`src/rtl/qsr_pkg.sv`:
```
package qsr_pkg;

    localparam int SIG_W  = 114;
    localparam int ROOT_W = 114;
    localparam int REM_W  = 117;
    localparam int EXP_W  = 16;
    localparam int LZ_W   = 7;

    localparam logic [14:0] EXP_ALL_ONES = 15'h7FFF;
    localparam int          EXP_BIAS     = 16383;

    localparam logic [63:0] QUIET_HI       = 64'h0000_8000_0000_0000;
    localparam logic [63:0] DEFAULT_NAN_HI = 64'h7FFF_8000_0000_0000;

    typedef struct packed {
        logic                    special;
        logic [127:0]            spec_val;
        logic signed [EXP_W-1:0] ex;
    } side_t;

endpackage

```
`src/rtl/qsr_root_step.sv`:
```
module qsr_root_step (
    input  logic                        clk,
    input  logic                        rst_n,
    input  logic                        en,
    input  logic                        valid_in,
    input  qsr_pkg::side_t              side_in,
    input  logic [qsr_pkg::REM_W-1:0]   r_in,
    input  logic [qsr_pkg::ROOT_W-1:0]  q_in,
    input  logic [qsr_pkg::SIG_W-1:0]   m_in,
    output logic                        valid_out,
    output qsr_pkg::side_t              side_out,
    output logic [qsr_pkg::REM_W-1:0]   r_out,
    output logic [qsr_pkg::ROOT_W-1:0]  q_out,
    output logic [qsr_pkg::SIG_W-1:0]   m_out
);
    import qsr_pkg::*;

    logic [REM_W-1:0]  r_sh;
    logic [REM_W-1:0]  t;
    logic [REM_W-1:0]  r_next;
    logic [ROOT_W-1:0] q_next;
    logic              valid_reg;
    side_t             side_reg;
    logic [REM_W-1:0]  r_reg;
    logic [ROOT_W-1:0] q_reg;
    logic [SIG_W-1:0]  m_reg;

    // one restoring step: bring down two radicand bits, try (4q+1)
    always_comb
    begin
        r_sh   = {r_in[REM_W-3:0], m_in[SIG_W-1:SIG_W-2]};
        t      = REM_W'({q_in, 2'b01});
        q_next = {q_in[ROOT_W-2:0], 1'b0};
        r_next = r_sh;
        if (r_sh >= t)
        begin
            r_next    = r_sh - t;
            q_next[0] = 1'b1;
        end
    end

    always_ff @(posedge clk or negedge rst_n)
    begin
        if (!rst_n)
            valid_reg <= 1'b0;
        else if (en)
            valid_reg <= valid_in;
    end

    always_ff @(posedge clk)
    begin
        if (en)
        begin
            side_reg <= side_in;
            r_reg    <= r_next;
            q_reg    <= q_next;
            m_reg    <= {m_in[SIG_W-3:0], 2'b00};
        end
    end

    assign valid_out = valid_reg;
    assign side_out  = side_reg;
    assign r_out     = r_reg;
    assign q_out     = q_reg;
    assign m_out     = m_reg;

endmodule

```
`config.mk`:
```
export PLATFORM = sky130hd
export DESIGN_NAME = qsr_root_step
export DESIGN_NICKNAME = d
export VERILOG_FILES = /design/src/rtl/qsr_pkg.sv /design/src/rtl/qsr_root_step.sv
export SDC_FILE = /design/constraint.sdc
export NUM_CORES = 1
export LEC_CHECK = 0
export BUFFER_PORTS_ARGS = -buffer_cell sky130_fd_sc_hd__buf_4
export CORE_AREA = 5 5 385 387
export DETAILED_ROUTE_END_ITERATION = 10
export DIE_AREA = 0 0 390 392
export GPL_ROUTABILITY_DRIVEN = 0
export HOLD_SLACK_MARGIN = 0.03
export PLACE_DENSITY = 0.34
export SKIP_LAST_GASP = 1
export SYNTH_ARGS = -nofsm -noshare
export SYNTH_HDL_FRONTEND = slang
export SYNTH_SLANG_ARGS = --single-unit
```
`constraint.sdc`:
```
create_clock -name clk -period 0.8 [get_ports clk]
set_input_delay 0.08 -clock clk [delete_from_list [all_inputs] [get_ports clk]]
set_output_delay 0.08 -clock clk [all_outputs]
set_load 0.1 [all_outputs]
```
==> results.cfg <==
[yosys]
synth_xor_area_frac = 0.0402
yosysTopAreaCell = edfxtp_1
synth_top_family_by_area = compound AO/OA/AOI/OAI gates
synthAdderAreaFrac = 0.0600
synth_edf_count = 488
syn_area_per_cell_um2 = 11.7
ys_seq_area_frac = 0.606
ys_async_sr_fraction = 0.00204
yosys_warnings = 0
synth_mux_area_frac = 0.00186
syn_inst = 2068
synth_seq_cells = 489
synth_compound_gate_area_share = 0.147
syn_area_mm2 = 0.0242
ys_types = 83
ys_dominant_reg_cell = edfxtp_1
yosys.area_share.simple = 0.103
synth_top_area_share = 0.605
ys_top_cells_by_area = edfxtp_1 61%, ha_1 6.0%, nand2_1 3.7%

[clock_tree]
cts_buffers = 67
clkTransAtPathRegs_ns = 0.06
cts_tree = done
cts.sinks = 489
cts_max_path_buffers = 3
clock_latency_ns = 0.64
cts-root-buf = clkbuf_16
htree_levels = 3

[timing]
tns_ns = -516.84
max_freq_mhz = 346
hold_violations = 4
max_slew_margin = 0.497
timing.final.crit_period_ns = 2.89
fin_skew_ns = 0
fin_ws_ns = -2.09
report.final.setup_viol = 692
worst_pin_slew_ns = 0.747
whs_ns = -0.267
final_max_slew_viol_count = 0
rsz0062_at_grt = yes
timing.final.crit_share = 3.62

[cells_and_area]
final_layout_size_suffix_gt1_frac = 0.514
fin_area_mm2 = 0.0523
stdcell_count = 6301
layout.nets = 4927
utilization = 0.362
area_delta_synth_final_pct = 116

[drt]
wl_per_cell_um = 21.6
routed_via_density = 3.98
firstDrtPassIters = 4
drt_iter0_drc = 851
drt_wl_total_mm = 136
vias = 25100
drc = 0
ant_nets = 0

[pwr]
irDropWorstVdd_mv = 1.73
combPwrFrac = 0.428
netSwitchingPower_mw = 44.0
p_leak_nw = 22.5
clkPwrFrac = 0.275
swShare = 0.401
total_power_mw = 110
internal-power_mw = 65.8
cellPowerDensity_mw_per_mm2 = 2100
power_frac_seq = 0.297

[floorplan]
dieArea_mm2 = 0.153
rows = 140
die_h_um = 392
die_w_um = 390
core_mm2 = 0.145
ios = 985
initial_core_util = 0.168

[setup_path]
slowest_delay_ns = 0.40
critical_path_class = in2reg
reg2reg_setup_slack_ns = -0.06
path_cells = buf_4 -> inv_2 -> ha_4 -> buf_4 -> and4_4 -> nand3_4 -> or3_4 -> a2111oi_4 -> a211o_1 -> nor2_4 -> buf_4 -> buf_6 -> buf_6 -> o21bai_4 -> a31oi_4 -> buf_6 -> buf_6 -> o41ai_4 -> xnor2_1 -> o21ai_1
cp_max_fo = 4
rr_endpoint = valid_out$_DFFE_PN0P_
start_kind = input pin
reg2reg_from = valid_out$_DFFE_PN0P_
end_kind = flop
arrival_ns = 3.31
path_common_cell = buf_6
cp.required_ns = 1.22
reg2reg_depth = 1
slowest_stage = or3_4

[global_route]
overflow = 0
grt_pass1_wl_mm = 187
grt_use_total = 0.168
grt_max_degree = 33
grt_pass1_vias = 26500
grtUsageMet1 = 0.192
use_met2 = 0.296
grt_antenna_before_repair = 42
global_route.usage.met3 = 0.0590
top_usage_layer = met2

[placed_design]
place_inst = 5586
place_ws_ns = -3.35
port_buffers = 980
hpwl_mm = 109
placed_cell_area_mm2 = 0.0398

[status]
failed_checks = hold timing, setup timing
status = finished with violations

[hold_path]
hold_path_depth = 3
worstHoldStart = r_in[20]
min_to = r_out[22]$_DFFE_PP_
hp-class = in2reg

[run]
maxCapViolCount = 0
==> Yosys cell counts (3+ instances only) <==
master / instances
a21boi_0: 10
nand2_1: 239
nor2_1: 85
clkbuf_1: 43
mux2_2: 3
nor4_1: 13
ha_1: 116
or3_1: 12
o21ai_1: 107
o22ai_1: 5
and4_1: 7
nor3_1: 23
xor2_1: 51
o31ai_1: 7
a311oi_1: 3
a221oi_1: 10
clkbuf_2: 5
xnor2_1: 60
o41ai_1: 3
edfxtp_1: 488
a211o_1: 5
nand4_1: 60
nand3_1: 19
and2_1: 8
o21ai_0: 100
buf_4: 17
o21bai_1: 27
buf_2: 27
o211ai_1: 10
a21o_1: 51
a31oi_1: 25
nand2b_1: 11
o21a_1: 21
or2_2: 4
a21oi_1: 161
a211oi_1: 5
inv_1: 149
or4_1: 3
and3_1: 14
nor2b_1: 13
==> cells in the final DEF, fill, tap and decap left out, types with 18 or more instances in the layout <==
cell type and instances:
inv_1 126, xnor2_1 50, ha_1 72, nor2_1 79, o21ai_1 48, buf_6 496, a21oi_2 19, buf_12 58
edfxtp_1 488, nand3_1 18, nand4_1 60, ha_4 42, buf_8 41, clkbuf_16 76, nor3_1 23, a21oi_1 134
o21ai_0 81, nand2_1 151, xor2_1 47, buf_4 1163, o21ai_2 69, o21bai_1 25, nand2_4 59, a21o_1 51
dlygate4sd3_1 491, nand2_2 29, a31oi_1 21, o21a_1 21
==> worst max-delay path: cells and delay by family <==
| family | cells | cell delay [ns] |
|---|---|---|
| compound gates | 6 | 1.11 |
| buf+inv | 8 | 0.87 |
| simple gates | 4 | 0.78 |
| fa+ha+maj | 1 | 0.29 |
| xor+xnor | 1 | 0.17 |
==> per-layer routing <==
layer  share of wire  vias to the layer above
met2            0.50                      705
li1                -                    12200
met1            0.39                    12000
met4           0.028                       34
met5          0.0017                        -
met3           0.077                      180
==> logic make-up (layout without fill, tap and decap cells) <==
family                     count (synthesis)  in the layout
AOI/OAI and AO/OA                        580            580
xor gates and xnor gates                 111            111
adders and majority gates                116            116
buffers and inverters                    243           2543
DFF                                      489            489
muxes                                      4              4
other                                      1             17
and+or+nand+nor                          524            524
==> layout make-up <==
| cell class | count | area (um^2) |
|---|---|---|
| diodes | 15 | 37.5 |
| clock buffers | 82 | 1760 |
| clock inverters | 39 | 409 |
| fillers | 14600 | 92200 |
| inverters | 150 | 624 |
| multi-input cells | 1337 | 10800 |
| flip-flops and latches | 489 | 14700 |
| well taps | 1917 | 2400 |
| repair buffers | 2272 | 21600 |
==> how the worst max path moves through the flow <==
stage                     startpoint                    to  slack [ns]  depth (start not counted)
after floorplan             q_in[29]  r_out[106]$_DFFE_PP_       -2.27                         15
after global placement      r_in[18]  r_out[110]$_DFFE_PP_       -3.43                         15
after detailed placement    q_in[18]  r_out[110]$_DFFE_PP_       -3.35                         16
after CTS                    q_in[0]  r_out[114]$_DFFE_PP_       -2.03                         14
after global routing        q_in[50]  r_out[106]$_DFFE_PP_       -2.19                         15
final                       q_in[45]  r_out[105]$_DFFE_PP_       -2.09                         20
==> flip-flops by register name, indices dropped and copies added, names as in the netlist <==
| signal | count |
|---|---|
| r_out | 117 |
| side_out | 145 |
| valid_out | 1 |
| m_out | 112 |
| q_out | 114 |
==> power groups by stage <==
stage | logic (mW) | registers, mW | clock network, mW
2_1_floorplan | 6.79 | 50.6 | 0
3_3_place_gp | 40.3 | 32.6 | 0
3_5_place_dp | 40.1 | 32.6 | 0
4_1_cts | 44.5 | 32.1 | 31.4
5_1_grt | 49.0 | 32.8 | 32.4
6_report | 47.0 | 32.6 | 30.1
==> timing repair <==
item	in CTS	in global routing
pin swaps	87	93
gates resized for setup	255	795
endpoints found under the setup margin	608	961
setup buffers	56	31
cloned	16	8
endpoints found under the hold margin	688	101
hold buffers	487	6
(Power assumes the default switching activity.)
