===== config.mk =====
export PLATFORM = sky130hd
export DESIGN_NAME = qsr_round
export DESIGN_NICKNAME = d
export VERILOG_FILES = /design/src/rtl/qsr_pkg.sv /design/src/rtl/qsr_round.sv
export SDC_FILE = /design/constraint.sdc
export NUM_CORES = 1
export LEC_CHECK = 0
export ABC_AREA = 1
export BUFFER_PORTS_ARGS = -buffer_cell sky130_fd_sc_hd__buf_2
export CORE_ASPECT_RATIO = 0.8
export CORE_MARGIN = 2
export CORE_UTILIZATION = 40
export DETAILED_ROUTE_END_ITERATION = 10
export GPL_ROUTABILITY_DRIVEN = 0
export HOLD_SLACK_MARGIN = 0.12
export PLACE_DENSITY_LB_ADDON = 0.12
export SLEW_MARGIN = 10
export SYNTH_ARGS = -nofsm -noshare
export SYNTH_HDL_FRONTEND = slang
export SYNTH_SLANG_ARGS = --single-unit

===== constraint.sdc =====
create_clock -name clk -period 0.9 [get_ports clk]
set_input_delay 0.18 -clock clk [delete_from_list [all_inputs] [get_ports clk]]
set_output_delay 0.18 -clock clk [all_outputs]
set_load 0.02 [all_outputs]

===== src/rtl/qsr_pkg.sv =====
package qsr_pkg;

    localparam int SIG_W  = 114;
    localparam int ROOT_W = 114;
    localparam int REM_W  = 117;
    localparam int EXP_W  = 16;
    localparam int LZ_W   = 7;

    localparam logic [14:0] EXP_ALL_ONES = 15'h7FFF;
    localparam int          EXP_BIAS     = 16383;

    localparam logic [63:0] QUIET_HI       = 64'h0000_8000_0000_0000;
    localparam logic [63:0] DEFAULT_NAN_HI = 64'h7FFF_8000_0000_0000;

    typedef struct packed {
        logic                    special;
        logic [127:0]            spec_val;
        logic signed [EXP_W-1:0] ex;
    } side_t;

endpackage


===== src/rtl/qsr_round.sv =====
module qsr_round (
    input  logic                        clk,
    input  logic                        rst_n,
    input  logic                        en,
    input  logic                        valid_in,
    input  qsr_pkg::side_t              side_in,
    input  logic [qsr_pkg::ROOT_W-1:0]  q_in,
    output logic                        valid_out,
    output logic [63:0]                 root_high,
    output logic [63:0]                 root_low
);
    import qsr_pkg::*;

    logic [112:0]            s;
    logic signed [EXP_W-1:0] biased;
    logic [127:0]            res_next;
    logic                    valid_reg;
    logic [127:0]            res_reg;

    // drop the guard bit and round; a tie cannot occur
    always_comb
    begin
        s      = q_in[ROOT_W-1:1] + 113'(q_in[0]);
        biased = (side_in.ex >>> 1) + EXP_W'(EXP_BIAS - 1);
        // hidden bit of the root carries one into the exponent field
        res_next[127:64] = (64'(unsigned'(biased)) << 48) + 64'(s[112:64]);
        res_next[63:0]   = s[63:0];
        if (side_in.special)
            res_next = side_in.spec_val;
    end

    always_ff @(posedge clk or negedge rst_n)
    begin
        if (!rst_n)
            valid_reg <= 1'b0;
        else if (en)
            valid_reg <= valid_in;
    end

    always_ff @(posedge clk)
    begin
        if (en)
            res_reg <= res_next;
    end

    assign valid_out = valid_reg;
    assign root_high = res_reg[127:64];
    assign root_low  = res_reg[63:0];

endmodule


==> impl_metrics.tcl, run 1 <==
set metrics [dict create \
    status "did not finish" \
    stop_stage "global routing (5_1_grt)" \
    error "[ERROR GRT-0232] Routing congestion too high. Check the congestion heatmap in the GUI." \
    cts.path.max_buffers 2 \
    num_rows 52 \
    yosys.area.top_type "edfxtp_1" \
    yosys_warnings 0 \
    synth-seq-area-share_pct 38.0 \
    syn-num-nets 1805 \
    synthTopCellsByCount "639 x nand2_1, 256 x nor2_1, 128 x edfxtp_1, 116 x inv_1, 76 x nand3_1" \
    overflow 4 \
    groute.usage.overall_pct 69.9 \
    clkSinkCount 129 \
    root_buffer "clkbuf_16" \
    netlist_area_sq_um 10200 \
    hpwl_mm 41.6 \
    synthFlopType "edfxtp_1" \
    yosysMostFrequentCell "nand2_1" \
    dp.cells 2630 \
    worst_endpoint_kind "register data pin" \
    yosysTopAreaCellShare_pct 37.8 \
    htree_levels 4 \
    ioPinCount 392 \
    grt_max_degree 31 \
    synth.area.top_cells "edfxtp_1 38%, nand2_1 24%, nor2_1 9.4%, inv_1 4.3%, nand3_1 3.7%" \
    syn_avg_cell_area_sq_um 6.62 \
    synth_async_sr_flop_share_pct 0.775 \
    crit_endpoint "res_reg[124]$_DFFE_PP_/D" \
    cts_buffers 17 \
    syn_inst 1537 \
    die_x_um 182 \
    synth-edff-count 128 \
    synthDistinctLibCells 39 \
    chipHeight_um 147 \
    ys_ff_latch 129 \
    start_util_pct 40.5 \
    portBuffers 390 \
]
-- what timing repair did --
item | CTS
hold endpoints to repair | 119
gates resized for setup | 419
pin swaps | 176
setup endpoints to repair | 254
buffers inserted | 83
hold buffers | 121
-- kinds of logic after synthesis --
kind of cell	count (synthesis)	synth area share, %
fa+ha+maj	5	0.615
buf+inv	152	5.67
xor+xnor	53	4.64
simple gates	1105	46.0
flops	129	38.0
mux	1	0.111
compound gates	92	4.97
-- stage by stage --
step | cell area [sq um] | setup slack, ns | setup TNS (ns)
after CTS | 20000 | -1.40 | -109.56
after floorplan | 10800 | -1.67 | -77.42
after detailed placement | 16200 | -2.18 | -147.78
after global placement | 16200 | -2.08 | -144.84
-- layer usage --
layer | overflow | track usage (%)
met1 | 0 | 68.8
met2 | 1 | 88.5
met3 | 0 | 55.9
met4 | 3 | 65.4
met5 | 0 | 27.5
==> run 2, diff against run 1 <==
--- a/config.mk
+++ b/config.mk
@@ -7,13 +7,11 @@
 export LEC_CHECK = 0
 export ABC_AREA = 1
 export BUFFER_PORTS_ARGS = -buffer_cell sky130_fd_sc_hd__buf_2
-export CORE_ASPECT_RATIO = 0.8
 export CORE_MARGIN = 2
-export CORE_UTILIZATION = 40
+export CORE_UTILIZATION = 25
 export DETAILED_ROUTE_END_ITERATION = 10
 export GPL_ROUTABILITY_DRIVEN = 0
-export HOLD_SLACK_MARGIN = 0.12
-export PLACE_DENSITY_LB_ADDON = 0.12
+export PLACE_DENSITY_LB_ADDON = 0.15
 export SLEW_MARGIN = 10
 export SYNTH_ARGS = -nofsm -noshare
 export SYNTH_HDL_FRONTEND = slang
==> run 2 against run 1 <==
- the flow now finishes, with violations (setup timing)
- synthesized cell count is the same
- area after synthesis unchanged
==> impl_metrics.tcl, run 2 <==
set metrics [dict create \
    status "finished with violations" \
    violations "setup timing" \
    ir_worst_vdd_mv 1.22 \
    whs_endpoint "res_reg[8]" \
    routedWlPerCell_um 19.6 \
    r2r_slack_ns 0.14 \
    grt_antenna_before_repair 2 \
    relSlewSlack_pct 77.5 \
    grt_pass1_vias 14300 \
    slew_violations 0 \
    power_frac_clock_pct 34.0 \
    hpwl_mm 47.7 \
    drt_iter0_drc 954 \
    cts_tree "yes" \
    start_util_pct 25.5 \
    synthAdderAreaFrac_pct 0.615 \
    fin_nets 2813 \
    dp.cells 2860 \
    r2r-start "valid_out" \
    cts.path.max_buffers 2 \
    clk_pin_slew_ns 0.06 \
    grt_pass1_wl_mm 83.1 \
    final_common_cell "nand2_1" \
    worstHoldStart "side_in[24]" \
    r2r_cells 1 \
    p_seq_share_pct 34.8 \
    yosys_warnings 0 \
    ant_nets 0 \
    largest_reg_flops 128 \
    synthDistinctLibCells 39 \
    yosysMostFrequentCell "nand2_1" \
    fin_tns_setup_ns -121.09 \
    path_cells "buf_8, ha_4, ha_4, nand3_4, clkinv_4, nand2_4, nor2_4, inv_2, nor2_4, nand2_2, xor2_1, inv_1, ha_4, ha_4, nand2_4, a21oi_4, nand2_2, nor2_4, nand2_2, nor2_4, nand2_1, nand3_1, nand2_1" \
    syn_avg_cell_area_sq_um 6.62 \
    netlist_area_sq_um 10200 \
    place_ws_ns -2.11 \
    slowest_delay_ns 0.18 \
    criticalPathCategory "in -> reg" \
    num_rows 73 \
    layout_common_cells "419 x nand2_1, 385 x buf_4, 256 x buf_6" \
    clkSinkCount 129 \
    internal_power_uw 15100 \
    layout.cells.non_filler 3085 \
    coreArea_sq_um 39900 \
    root_buffer "clkbuf_16" \
    powerDensity_nw_per_um2 926 \
    p_leak_uw 0.0106 \
    chipHeight_um 206 \
    crit_arrival_ns 2.52 \
    synth_mux_area_share_pct 0.111 \
    grt_max_degree 67 \
    crit_fanout 3 \
    route.vias.total 14500 \
    yosys.area.top_type "edfxtp_1" \
    area_growth_syn_to_layout_pct 129 \
    totalWireLength_mm 60.4 \
    synth-xor-area-share_pct 4.64 \
    groute.usage.overall_pct 27.0 \
    rsz0062_at_grt "yes" \
    cts_buffers 17 \
    nFillCells 3480 \
    final_util_pct 58.5 \
    hp-class "in -> reg" \
    synth_async_sr_flop_share_pct 0.775 \
    yosysTopAreaCellShare_pct 37.8 \
    synth-seq-area-share_pct 38.0 \
    synth_compound_area_share_pct 4.97 \
    die_x_um 206 \
    p_total_uw 21600 \
    synthTopCellsByCount "639 x nand2_1, 256 x nor2_1, 128 x edfxtp_1, 116 x inv_1, 76 x nand3_1" \
    p_sw_share_pct 30.1 \
    ys_ff_latch 129 \
    synth_top_family_by_area "simple AND/OR/NAND/NOR gates" \
    portBuffers 390 \
    yosys.area_share.simple_pct 46.0 \
    fmax_mhz 435 \
    worstMarginPinSlew_ns 0.336 \
    power_frac_comb_pct 31.2 \
    setup_viol 253 \
    overflow 0 \
    p_sw_uw 6520 \
    via_per_inst 4.71 \
    drc_errors 0 \
    setup.worst_path.start_class "input pin" \
    ioPinCount 392 \
    htree_levels 4 \
    syn-num-nets 1805 \
    holdPathStages 3 \
    skew_ns 0 \
    syn_inst 1537 \
    drt_first_pass_iters 5 \
    highest_layer "met4" \
    critPathCaptureType "flip-flop" \
    m1WireLength_mm 25.6 \
    synth-edff-count 128 \
    wl_met2_mm 28.7 \
    cp.required_ns 1.12 \
    post-route-min-period_ns 2.30 \
    wl_met3_mm 4.13 \
    regToRegEndpoint "valid_out" \
    clk_latency_ns 0.46 \
    synthFlopType "edfxtp_1" \
    finalCritPeriodShare_pct 256 \
    fin_ws_ns -1.40 \
    layout-drive-gt1-share_pct 61.7 \
    drv_cap 0 \
    cp_slowest_cell "ha_4" \
    hold_violations 0 \
    dieArea_sq_um 42300 \
    synth.area.top_cells "edfxtp_1 38%, nand2_1 24%, nor2_1 9.4%, inv_1 4.3%, nand3_1 3.7%" \
]
==> run 2: cell counts after synthesis <==
No cell type changed its count.
==> run 2: layout make-up <==
type	count	area, sq um	area share, %
multi-input combinational	1256	9070	38.9
inverter	124	559	2.40
clock buffer	18	429	1.84
tap	525	657	2.81
timing repair buffer	1017	8580	36.8
clock inverter	14	170	0.729
sequential	129	3870	16.6
antenna	2	5.00	0.0214
==> run 2: cell families (layout without fill, tap and decap cells) <==
| kind of cell | count (synthesis) | count (layout) |
|---|---|---|
| AOI/OAI and AO/OA | 92 | 92 |
| xor gates and xnor gates | 53 | 53 |
| adders and majority gates | 5 | 5 |
| buffers and inverters | 152 | 1173 |
| DFF | 129 | 129 |
| muxes | 1 | 1 |
| other | 0 | 2 |
| and+or+nand+nor | 1105 | 1105 |
==> run 2: power groups by stage <==
| stage | Combinational, uW | Clock (uW) | Sequential, uW |
|---|---|---|---|
| 6_report | 6740 | 7340 | 7530 |
| 5_1_grt | 7160 | 7780 | 7570 |
| 4_1_cts | 5680 | 7550 | 7440 |
| 3_5_place_dp | 4940 | 0 | 7550 |
| 3_3_place_gp | 4910 | 0 | 7550 |
| 2_1_floorplan | 1320 | 0 | 8270 |
==> run 2: worst max-delay path by stage <==
stage,from,to,cells after the start
after floorplan,q_in[1],res_reg[125],21
after global placement,q_in[78],res_reg[127],20
after detailed placement,q_in[73],res_reg[125],20
final,q_in[1],res_reg[126],23
after CTS,q_in[0],res_reg[124],24
after global routing,q_in[15],res_reg[126],22
==> run 2: what timing repair did <==
item | CTS | global route
hold endpoints to repair | 91 | 0
pin swaps | 140 | 286
endpoints found under the setup margin | 253 | 255
gates cloned | 0 | 0
gates resized for setup | 402 | 783
hold buffers | 92 | 0
buffers inserted | 64 | 76
==> run 2: layer usage <==
layer	track usage (%)	vias to the layer above
li1	-	6989
met3	5.53	99
met1	35.2	6895
met5	0	-
met2	44.5	551
met4	9.12	0
==> run 2: critical path, delay by kind of cell <==
kind	cells	cell delay, ns
xor gates and xnor gates	1	0.14
buffers and inverters	4	0.32
and+or+nand+nor	13	1.11
adders and majority gates	4	0.63
AOI/OAI and AO/OA	1	0.12
==> run 2: metrics by stage <==
stage / cell area, sq um / hold slack, ns
after floorplan: 10800 / -0.116
after CTS: 20000 / 0.0000367
after global routing: 23300 / 0.000116
final: 23300 / 0.0206
after detailed placement: 16700 / -0.0442
after global placement: 16700 / -0.0452
No activity file was read; power rests on OpenSTA's default activity.
