## config.mk

```make
export PLATFORM = sky130hd
export DESIGN_NAME = qsr_prep
export DESIGN_NICKNAME = d
export VERILOG_FILES = /design/src/rtl/qsr_pkg.sv /design/src/rtl/qsr_prep.sv
export SDC_FILE = /design/constraint.sdc
export NUM_CORES = 1
export LEC_CHECK = 0
export ABC_AREA = 1
export BUFFER_PORTS_ARGS = -buffer_cell sky130_fd_sc_hd__buf_2
export CAP_MARGIN = 40
export CORE_MARGIN = 10
export CORE_UTILIZATION = 50
export CTS_CLUSTER_DIAMETER = 40
export DETAILED_ROUTE_END_ITERATION = 10
export PLACE_DENSITY_LB_ADDON = 0.25
export RECOVER_POWER = 25
export SLEW_MARGIN = 20
export SYNTH_ARGS = -nofsm -noshare
export SYNTH_HDL_FRONTEND = slang
export SYNTH_SLANG_ARGS = --single-unit
```

## constraint.sdc

```tcl
create_clock -name clk -period 4.9 [get_ports clk]
set_input_delay 0.245 -clock clk [delete_from_list [all_inputs] [get_ports clk]]
set_output_delay 0.245 -clock clk [all_outputs]
set_load 0.005 [all_outputs]
```

## src/rtl/qsr_pkg.sv

```systemverilog
package qsr_pkg;

    localparam int SIG_W  = 114;
    localparam int ROOT_W = 114;
    localparam int REM_W  = 117;
    localparam int EXP_W  = 16;
    localparam int LZ_W   = 7;

    localparam logic [14:0] EXP_ALL_ONES = 15'h7FFF;
    localparam int          EXP_BIAS     = 16383;

    localparam logic [63:0] QUIET_HI       = 64'h0000_8000_0000_0000;
    localparam logic [63:0] DEFAULT_NAN_HI = 64'h7FFF_8000_0000_0000;

    typedef struct packed {
        logic                    special;
        logic [127:0]            spec_val;
        logic signed [EXP_W-1:0] ex;
    } side_t;

endpackage

```

## src/rtl/qsr_prep.sv

```systemverilog
module qsr_prep (
    input  logic                       clk,
    input  logic                       rst_n,
    input  logic                       en,
    input  logic                       in_valid,
    input  logic [63:0]                x_high,
    input  logic [63:0]                x_low,
    output logic                       valid,
    output qsr_pkg::side_t             side,
    output logic [qsr_pkg::SIG_W-1:0]  m
);
    import qsr_pkg::*;

    logic [14:0]   e;
    logic          frac_zero;
    side_t         s1_side_next;
    logic [112:0]  s1_m_next;

    side_t         s1_side_reg;
    logic [112:0]  s1_m_reg;
    logic          s1_valid_reg;

    logic [LZ_W-1:0] lz_next;
    side_t           s2_side_reg;
    logic [112:0]    s2_m_reg;
    logic [LZ_W-1:0] s2_lz_reg;
    logic            s2_valid_reg;

    logic [SIG_W-1:0]        sh_m;
    logic signed [EXP_W-1:0] sh_ex;
    side_t                   s3_side_next;
    logic [SIG_W-1:0]        s3_m_next;

    side_t            s3_side_reg;
    logic [SIG_W-1:0] s3_m_reg;
    logic             s3_valid_reg;

    // classify and unpack
    always_comb
    begin
        e         = x_high[62:48];
        frac_zero = (x_high[47:0] == 48'd0) && (x_low == 64'd0);
        s1_side_next.special  = 1'b1;
        s1_side_next.spec_val = {x_high, x_low};
        if (e == EXP_ALL_ONES && !frac_zero)
        begin
            s1_side_next.spec_val = {x_high | QUIET_HI, x_low};
        end
        else if (e == 15'd0 && frac_zero)
        begin
            s1_side_next.spec_val = {x_high, x_low};
        end
        else if (x_high[63])
        begin
            s1_side_next.spec_val = {DEFAULT_NAN_HI, 64'd0};
        end
        else if (e == EXP_ALL_ONES)
        begin
            s1_side_next.spec_val = {x_high, x_low};
        end
        else
        begin
            s1_side_next.special = 1'b0;
        end
        if (e != 15'd0)
            s1_side_next.ex = EXP_W'({1'b0, e}) - EXP_W'(EXP_BIAS);
        else
            s1_side_next.ex = EXP_W'(1 - EXP_BIAS);
        s1_m_next = {(e != 15'd0), x_high[47:0], x_low};
    end

    // leading zero count of the significand
    always_comb
    begin
        lz_next = '0;
        for (int k = 0; k < 113; k++)
        begin
            if (s1_m_reg[k])
                lz_next = LZ_W'(112 - k);
        end
    end

    // normalize, then make the exponent even
    always_comb
    begin
        sh_m  = {1'b0, s2_m_reg} << s2_lz_reg;
        sh_ex = s2_side_reg.ex - EXP_W'({1'b0, s2_lz_reg});
        s3_side_next = s2_side_reg;
        if (sh_ex[0])
        begin
            s3_m_next       = {sh_m[SIG_W-2:0], 1'b0};
            s3_side_next.ex = sh_ex - EXP_W'(1);
        end
        else
        begin
            s3_m_next       = sh_m;
            s3_side_next.ex = sh_ex;
        end
    end

    always_ff @(posedge clk or negedge rst_n)
    begin
        if (!rst_n)
        begin
            s1_valid_reg <= 1'b0;
            s2_valid_reg <= 1'b0;
            s3_valid_reg <= 1'b0;
        end
        else if (en)
        begin
            s1_valid_reg <= in_valid;
            s2_valid_reg <= s1_valid_reg;
            s3_valid_reg <= s2_valid_reg;
        end
    end

    always_ff @(posedge clk)
    begin
        if (en)
        begin
            s1_side_reg <= s1_side_next;
            s1_m_reg    <= s1_m_next;
            s2_side_reg <= s1_side_reg;
            s2_m_reg    <= s1_m_reg;
            s2_lz_reg   <= lz_next;
            s3_side_reg <= s3_side_next;
            s3_m_reg    <= s3_m_next;
        end
    end

    assign valid = s3_valid_reg;
    assign side  = s3_side_reg;
    assign m     = s3_m_reg;

endmodule

```

==> results.sh, run 1 <==
export IMPL_gr_usage_met2_pct=36.5
export IMPL_drive_gt1_share_pct=13.4
export IMPL_yosys_most_used_dff="edfxtp_1"
export IMPL_cp_data_required_time_ps=5300
export IMPL_synth_edf_count=782
export IMPL_cts_sinks=785
export IMPL_worstHoldEndpoint="s2_side_reg[131]$_DFFE_PP_"
export IMPL_fin_crit_ps=5950
export IMPL_start_util_pct=50.4
export IMPL_synth_compound_area_share_pct=7.84
export IMPL_clockBufferDepth=3
export IMPL_setup_ws_ps=-1050
export IMPL_relSlewSlack_pct=27.5
export IMPL_synth_area_leader_cell="edfxtp_1"
export IMPL_fp_coreArea_um2=71400
export IMPL_synthMuxAreaShare_pct=2.81
export IMPL_wl_um=96700
export IMPL_drtPass1Iterations=6
export IMPL_ir_drop_mv=0.367
export IMPL_post_place_cells=4734
export IMPL_final_cells=5053
export IMPL_dp_hpwl_um=69300
export IMPL_clk_latency_ps=660
export IMPL_cp_end_kind="register"
export IMPL_nNetsFinal=4159
export IMPL_comb_power_share_pct=12.3
export IMPL_ff2ff_path_depth=110
export IMPL_synthToLayoutAreaGrowth_pct=21.4
export IMPL_async_reset_ff_share_pct=0.382
export IMPL_p_sw_share_pct=26.1
export IMPL_min_path_cells=1
export IMPL_die_w_um=288
export IMPL_root_buffer="clkbuf_16"
export IMPL_netlist_area_um2=36000
export IMPL_crit_arrival_ps=6350
export IMPL_grt_max_degree=130
export IMPL_numPortBuffers=391
export IMPL_dr_first_iter_drc_count=2630
export IMPL_chipHeight_um=288
export IMPL_rr_startpoint="s1_m_reg[3]$_DFFE_PP_"
export IMPL_die_area_um2=83100
export IMPL_synth_top_family_by_area="simple AND/OR/NAND/NOR gates"
export IMPL_hp_class="in -> reg"
export IMPL_status="finished with violations"
export IMPL_seqPwrFrac_pct=46.9
export IMPL_drv_cap=0
export IMPL_drcViolationCount=0
export IMPL_synth_adder_area_share_pct=0.369
export IMPL_total_power_mw=17.6
export IMPL_switchingPower_mw=4.60
export IMPL_critPathSlowestCell="edfxtp_1"
export IMPL_track_usage_pct=22.8
export IMPL_start_kind="register"
export IMPL_slowest_delay_ps=400
export IMPL_placed_cell_area_um2=39200
export IMPL_ant_nets=0
export IMPL_hold_violations=0
export IMPL_cts_buffers=99
export IMPL_hold_ws_ps=224
export IMPL_post_place_ws_ps=-1100
export IMPL_synth_most_common_cell="nand2_1"
export IMPL_setup_violations=1
export IMPL_hold_start="en"
export IMPL_p_int_mw=13.0
export IMPL_r2r_slack_ps=-1050
export IMPL_grt_pass1_wl_um=148000
export IMPL_vias=26700
export IMPL_tightest_slew_ps=1090
export IMPL_ys_ff_latch=785
export IMPL_crit_type="reg -> reg"
export IMPL_antenna_found_initial=2
export IMPL_htreeDepth=3
export IMPL_gp_congestion=0.950
export IMPL_wl_per_cell_um=19.1
export IMPL_row_count=98
export IMPL_synth_nets=3652
export IMPL_syn_area_per_cell_um2=10.2
export IMPL_finalSetupTns_ps=-1050
export IMPL_fillers=5896
export IMPL_min_period_over_period_pct=121
export IMPL_clock_fmax_mhz=168
export IMPL_synth_common_cells="nand2_1, edfxtp_1, o21ai_0"
export IMPL_synth_cells=3510
export IMPL_maxSlewViolCount=0
export IMPL_final_core_util_pct=61.2
export IMPL_cts_clk_slew_worst_paths_ps=60
export IMPL_busiest_layer="met2"
export IMPL_cts_tree="done"
export IMPL_power_density_nw_per_um2=403
export IMPL_io_pins=392
export IMPL_grt_pass1_vias=25600
export IMPL_reg2reg_to="s2_lz_reg[0]$_SDFFCE_PP0P_"
export IMPL_finalClockSkew_ps=57.0
export IMPL_p_clk_share_pct=40.8
export IMPL_violations="setup timing"
export IMPL_yosys_area_share_simple_pct=17.3
export IMPL_vias_per_cell=5.28
export IMPL_post_route_cell_area_um2=43700
export IMPL_use_met1_pct=31.0
export IMPL_cts_setup_buffers=0
export IMPL_p_leak_nw=18.2
export IMPL_crit_path_max_fanout=2
export IMPL_synth_xor_area_share_pct=0.536
export IMPL_synth_area_top_cells="edfxtp_1, nand2_1, o21ai_0"
export IMPL_grt_met3_usage_pct=4.48
export IMPL_synth_top_cell_area_share_pct=65.3
export IMPL_rsz0062_at_grt="yes"
export IMPL_cp_common_cell="nand2_1"
export IMPL_ys_warn_count=0
export IMPL_grt_overflow=0
export IMPL_post_synth_num_cell_types=45
export IMPL_ys_seq_area_share_pct=65.5
[area by class of cell]
| class | instances | area (um^2) | area share (%) |
|---|---|---|---|
| Clock buffer | 115 | 2580 | 5.91 |
| Inverter | 331 | 1340 | 3.07 |
| Clock inverter | 71 | 748 | 1.71 |
| Tap cell | 950 | 1190 | 2.72 |
| Antenna cell | 1 | 2.50 | 0.00573 |
| Sequential cell | 785 | 23600 | 53.9 |
| Multi-Input combinational cell | 2207 | 10400 | 23.8 |
| Timing Repair Buffer | 593 | 3850 | 8.81 |
[worst max-delay path by stage]
stage / cells past startpoint / startpoint / end
after floorplan: 110 / s1_m_reg[1]$_DFFE_PP_ / s2_lz_reg[0]$_SDFFCE_PP0P_
after global placement: 110 / s1_m_reg[3]$_DFFE_PP_ / s2_lz_reg[0]$_SDFFCE_PP0P_
after detailed placement: 110 / s1_m_reg[3]$_DFFE_PP_ / s2_lz_reg[0]$_SDFFCE_PP0P_
after CTS: 110 / s1_m_reg[3]$_DFFE_PP_ / s2_lz_reg[0]$_SDFFCE_PP0P_
after global routing: 110 / s1_m_reg[3]$_DFFE_PP_ / s2_lz_reg[0]$_SDFFCE_PP0P_
final: 110 / s1_m_reg[3]$_DFFE_PP_ / s2_lz_reg[0]$_SDFFCE_PP0P_
[timing repair]
item / 4_1_cts / 5_1_grt
endpoints found under the setup margin: 1 / 1
pin swaps: 0 / 0
endpoints found under the hold margin: 253 / 0
resized for setup: 2 / 0
gates cloned: 0 / 0
hold buffers: 131 / 0
[critical path, delay by kind of cell, from the launching register on]
family | cells | cell delay (ps)
AOI/OAI and AO/OA | 1 | 50
buffers and inverters | 1 | 80
and+or+nand+nor | 108 | 5140
DFF | 1 | 400
[power groups by stage]
stage,combinational (mW),sequential [mW],clock (mW)
floorplan,1.09,8.34,0
global placement,2.05,8.37,0
detailed placement,2.07,8.38,0
CTS,2.16,8.25,7.31
global route,2.41,8.30,7.61
finish,2.17,8.25,7.19
[cell families (layout without fill, tap and decap cells)]
logic type	Yosys count	in the layout
AOI/OAI and AO/OA	531	531
xor gates and xnor gates	22	22
adders and majority gates	10	10
buffers and inverters	518	1110
DFF	785	785
muxes	101	101
other	1	2
and+or+nand+nor	1542	1542
[placed cells by master, fill, tap and decap left out, drive strengths merged, types with 3 or more instances in the layout]
master and instances:
xor2 18, a21oi 51, clkinvlp 12, nor3 19, o22ai 14, nand2 969, o211ai 7, a22oi 8
ha 9, buf 350, o21ai 410, nand3 181, clkinv 31, o311ai 3, nor2 304, dfrtp 3
or2 12, nand4 18, nor4 35, a21boi 3, xnor2 4, bufinv 14, clkbuf 227, a31oi 17
inv 345, dlygate4sd3 131, edfxtp 782, mux2i 100, nor3b 3
[layer usage]
layer | part of all wire, % | routed length, um | vias up
met2 | 47 | 45100 | 1011
li1 | - | - | 13000
met3 | 7.9 | 7610 | 165
met4 | 2.9 | 2810 | 2
met1 | 43 | 41200 | 12500
met5 | 0.0083 | 8 | -
(Power assumes the default switching activity.)
==> inputs of run 2 (changes only) <==
--- a/config.mk
+++ b/config.mk
@@ -14,6 +14,7 @@
 export DETAILED_ROUTE_END_ITERATION = 10
 export PLACE_DENSITY_LB_ADDON = 0.25
 export RECOVER_POWER = 25
+export SKIP_CTS_REPAIR_TIMING = 1
 export SLEW_MARGIN = 20
 export SYNTH_ARGS = -nofsm -noshare
 export SYNTH_HDL_FRONTEND = slang
==> run 2 against run 1 <==
Effect of this change: the flow finishes with violations (hold timing, setup timing); worst hold slack got worse by 230 ps; sequential share of layout area hardly changed; power about the same; cell count barely moved; critical path depth unchanged; non-clock buffer count is 2 lower; first-iteration DRC count fell by 2.4%; clock-buffer cell count did not move; wire length increased by 0.13%; utilization about the same; global-route usage shrank 0.77 points; largest power group unchanged.
==> results.sh, run 2 (synthesis gave the netlist of run 1 again) <==
export IMPL_dr_first_iter_drc_count=2567
export IMPL_die_area_um2=83100
export IMPL_status="finished with violations"
export IMPL_ir_drop_mv=0.370
export IMPL_cp_common_cell="nand2_1"
export IMPL_drtPass1Iterations=7
export IMPL_highest_layer="met5"
export IMPL_hold_start="x_high[61]"
export IMPL_clock_fmax_mhz=167
export IMPL_tightest_slew_ps=1080
export IMPL_cp_depth=110
export IMPL_min_period_over_period_pct=122
export IMPL_start_util_pct=50.4
export IMPL_drv_cap=0
export IMPL_crit_path_max_fanout=2
export IMPL_cp_data_required_time_ps=5300
export IMPL_slowest_delay_ps=400
export IMPL_rr_startpoint="s1_m_reg[3]$_DFFE_PP_"
export IMPL_wl_met2_um=45100
export IMPL_cts_clk_slew_worst_paths_ps=60
export IMPL_hold_violations=1
export IMPL_start_kind="register"
export IMPL_hold_ws_ps=-5.49
export IMPL_grt_overflow=0
export IMPL_setup_violations=1
export IMPL_antenna_found_initial=1
export IMPL_root_buffer="clkbuf_16"
export IMPL_setup_ws_ps=-1090
export IMPL_grt_max_degree=130
export IMPL_p_leak_nw=18.2
export IMPL_fillers=5908
export IMPL_critPathSlowestCell="edfxtp_1"
export IMPL_crit_end="s2_lz_reg[0]$_SDFFCE_PP0P_"
export IMPL_power_density_nw_per_um2=403
export IMPL_relSlewSlack_pct=28.1
export IMPL_track_usage_pct=22.0
export IMPL_hp_class="in -> reg"
export IMPL_drt_met1_wl_um=41100
export IMPL_cts_buffers=99
export IMPL_grt_pass1_vias=24900
export IMPL_final_common_cell="nand2_1"
export IMPL_ff2ff_path_depth=110
export IMPL_crit_start="s1_m_reg[3]$_DFFE_PP_"
export IMPL_gp_congestion=0.950
export IMPL_finalClockSkew_ps=54.6
export IMPL_cts_sinks=785
export IMPL_final_cell_mix="nand2_1, edfxtp_1, o21ai_0"
export IMPL_final_core_util_pct=61.2
export IMPL_multi_input_area_um2=10400
export IMPL_final_seq_area_um2=23600
export IMPL_route_met3_wl_um=7720
export IMPL_drive_gt1_share_pct=13.4
export IMPL_vias_per_cell=5.27
export IMPL_fp_coreArea_um2=71400
export IMPL_post_place_cells=4734
export IMPL_clockBufferDepth=3
export IMPL_wl_um=96800
export IMPL_vias=26600
export IMPL_clk_latency_ps=660
export IMPL_htreeDepth=3
export IMPL_synthToLayoutAreaGrowth_pct=21.4
export IMPL_maxSlewViolCount=0
export IMPL_row_count=98
export IMPL_final_cells=5052
export IMPL_crit_buf_inv=1
export IMPL_post_place_ws_ps=-1100
export IMPL_cp_end_kind="register"
export IMPL_r2r_slack_ps=-1090
export IMPL_rsz0062_at_grt="yes"
export IMPL_crit_family="simple AND/OR/NAND/NOR gates"
export IMPL_grt_pass1_wl_um=143000
export IMPL_die_w_um=288
export IMPL_crit_arrival_ps=6390
export IMPL_ant_nets=0
export IMPL_chipHeight_um=288
export IMPL_nNetsFinal=4157
export IMPL_fin_crit_ps=5990
export IMPL_wl_per_cell_um=19.2
export IMPL_drcViolationCount=0
export IMPL_crit_type="reg -> reg"
export IMPL_dp_hpwl_um=69300
export IMPL_numPortBuffers=391
export IMPL_io_pins=392
export IMPL_cts_tree="done"
export IMPL_reg2reg_to="s2_lz_reg[0]$_SDFFCE_PP0P_"
export IMPL_violations="hold timing, setup timing"
-- run 2: cell types whose count changed in the layout (fill, tap and decap cells not counted) --
cell | before | now
dlygate4sd3_1 | 131 | 129
diode_2 | 1 | 2
-- run 2: worst min-delay path by stage --
stage / to / slack, ps / cells after the start
6_report: s1_side_reg[141]$_DFFE_PP_ / -5 / 3
3_3_place_gp: valid$_DFFE_PN0P_ / 40 / 1
2_1_floorplan: s1_valid_reg$_DFFE_PN0P_ / -50 / 0
5_1_grt: s1_side_reg[141]$_DFFE_PP_ / -10 / 3
3_5_place_dp: valid$_DFFE_PN0P_ / 40 / 1
4_1_cts: valid$_DFFE_PN0P_ / -660 / 1
-- run 2: area by class of cell --
class,instances,area share [%]
diodes,2,0.0115
clock buffers,115,5.91
repair buffers,591,8.77
multi-input cells,2207,23.8
well taps,950,2.72
inverters,331,3.07
clock inverters,71,1.71
flip-flops and latches,785,54.0
-- run 2: through the flow --
step	hold WS (ps)	instance area [um^2]	setup TNS, ps	total power [mW]
global placement	42.6	39100	-1070	10.4
finish	-5.49	43700	-1090	17.6
global route	-11.7	43700	-2230	18.3
CTS	-665	42500	-1140	17.6
floorplan	-50.6	36000	-367	9.44
detailed placement	41.1	39200	-1100	10.5
-- run 2: tightest hold or removal path: cells and delay by family --
| family | cells | cell delay [ps] |
|---|---|---|
| simple gates | 1 | 90 |
| buf+inv | 2 | 200 |
-- run 2: metal layers --
metal	GRT usage, %	vias up
li1	-	13000
met1	30.3	12400
met2	34.6	1021
met3	4.44	174
met4	7.44	2
met5	0	-
-- run 2: power by group --
group | internal [mW] | total [mW] | switching, mW
logic | 0.727 | 2.17 | 1.45
clock network | 4.24 | 7.19 | 2.95
registers | 8.04 | 8.25 | 0.208
total | 13.0 | 17.6 | 4.60
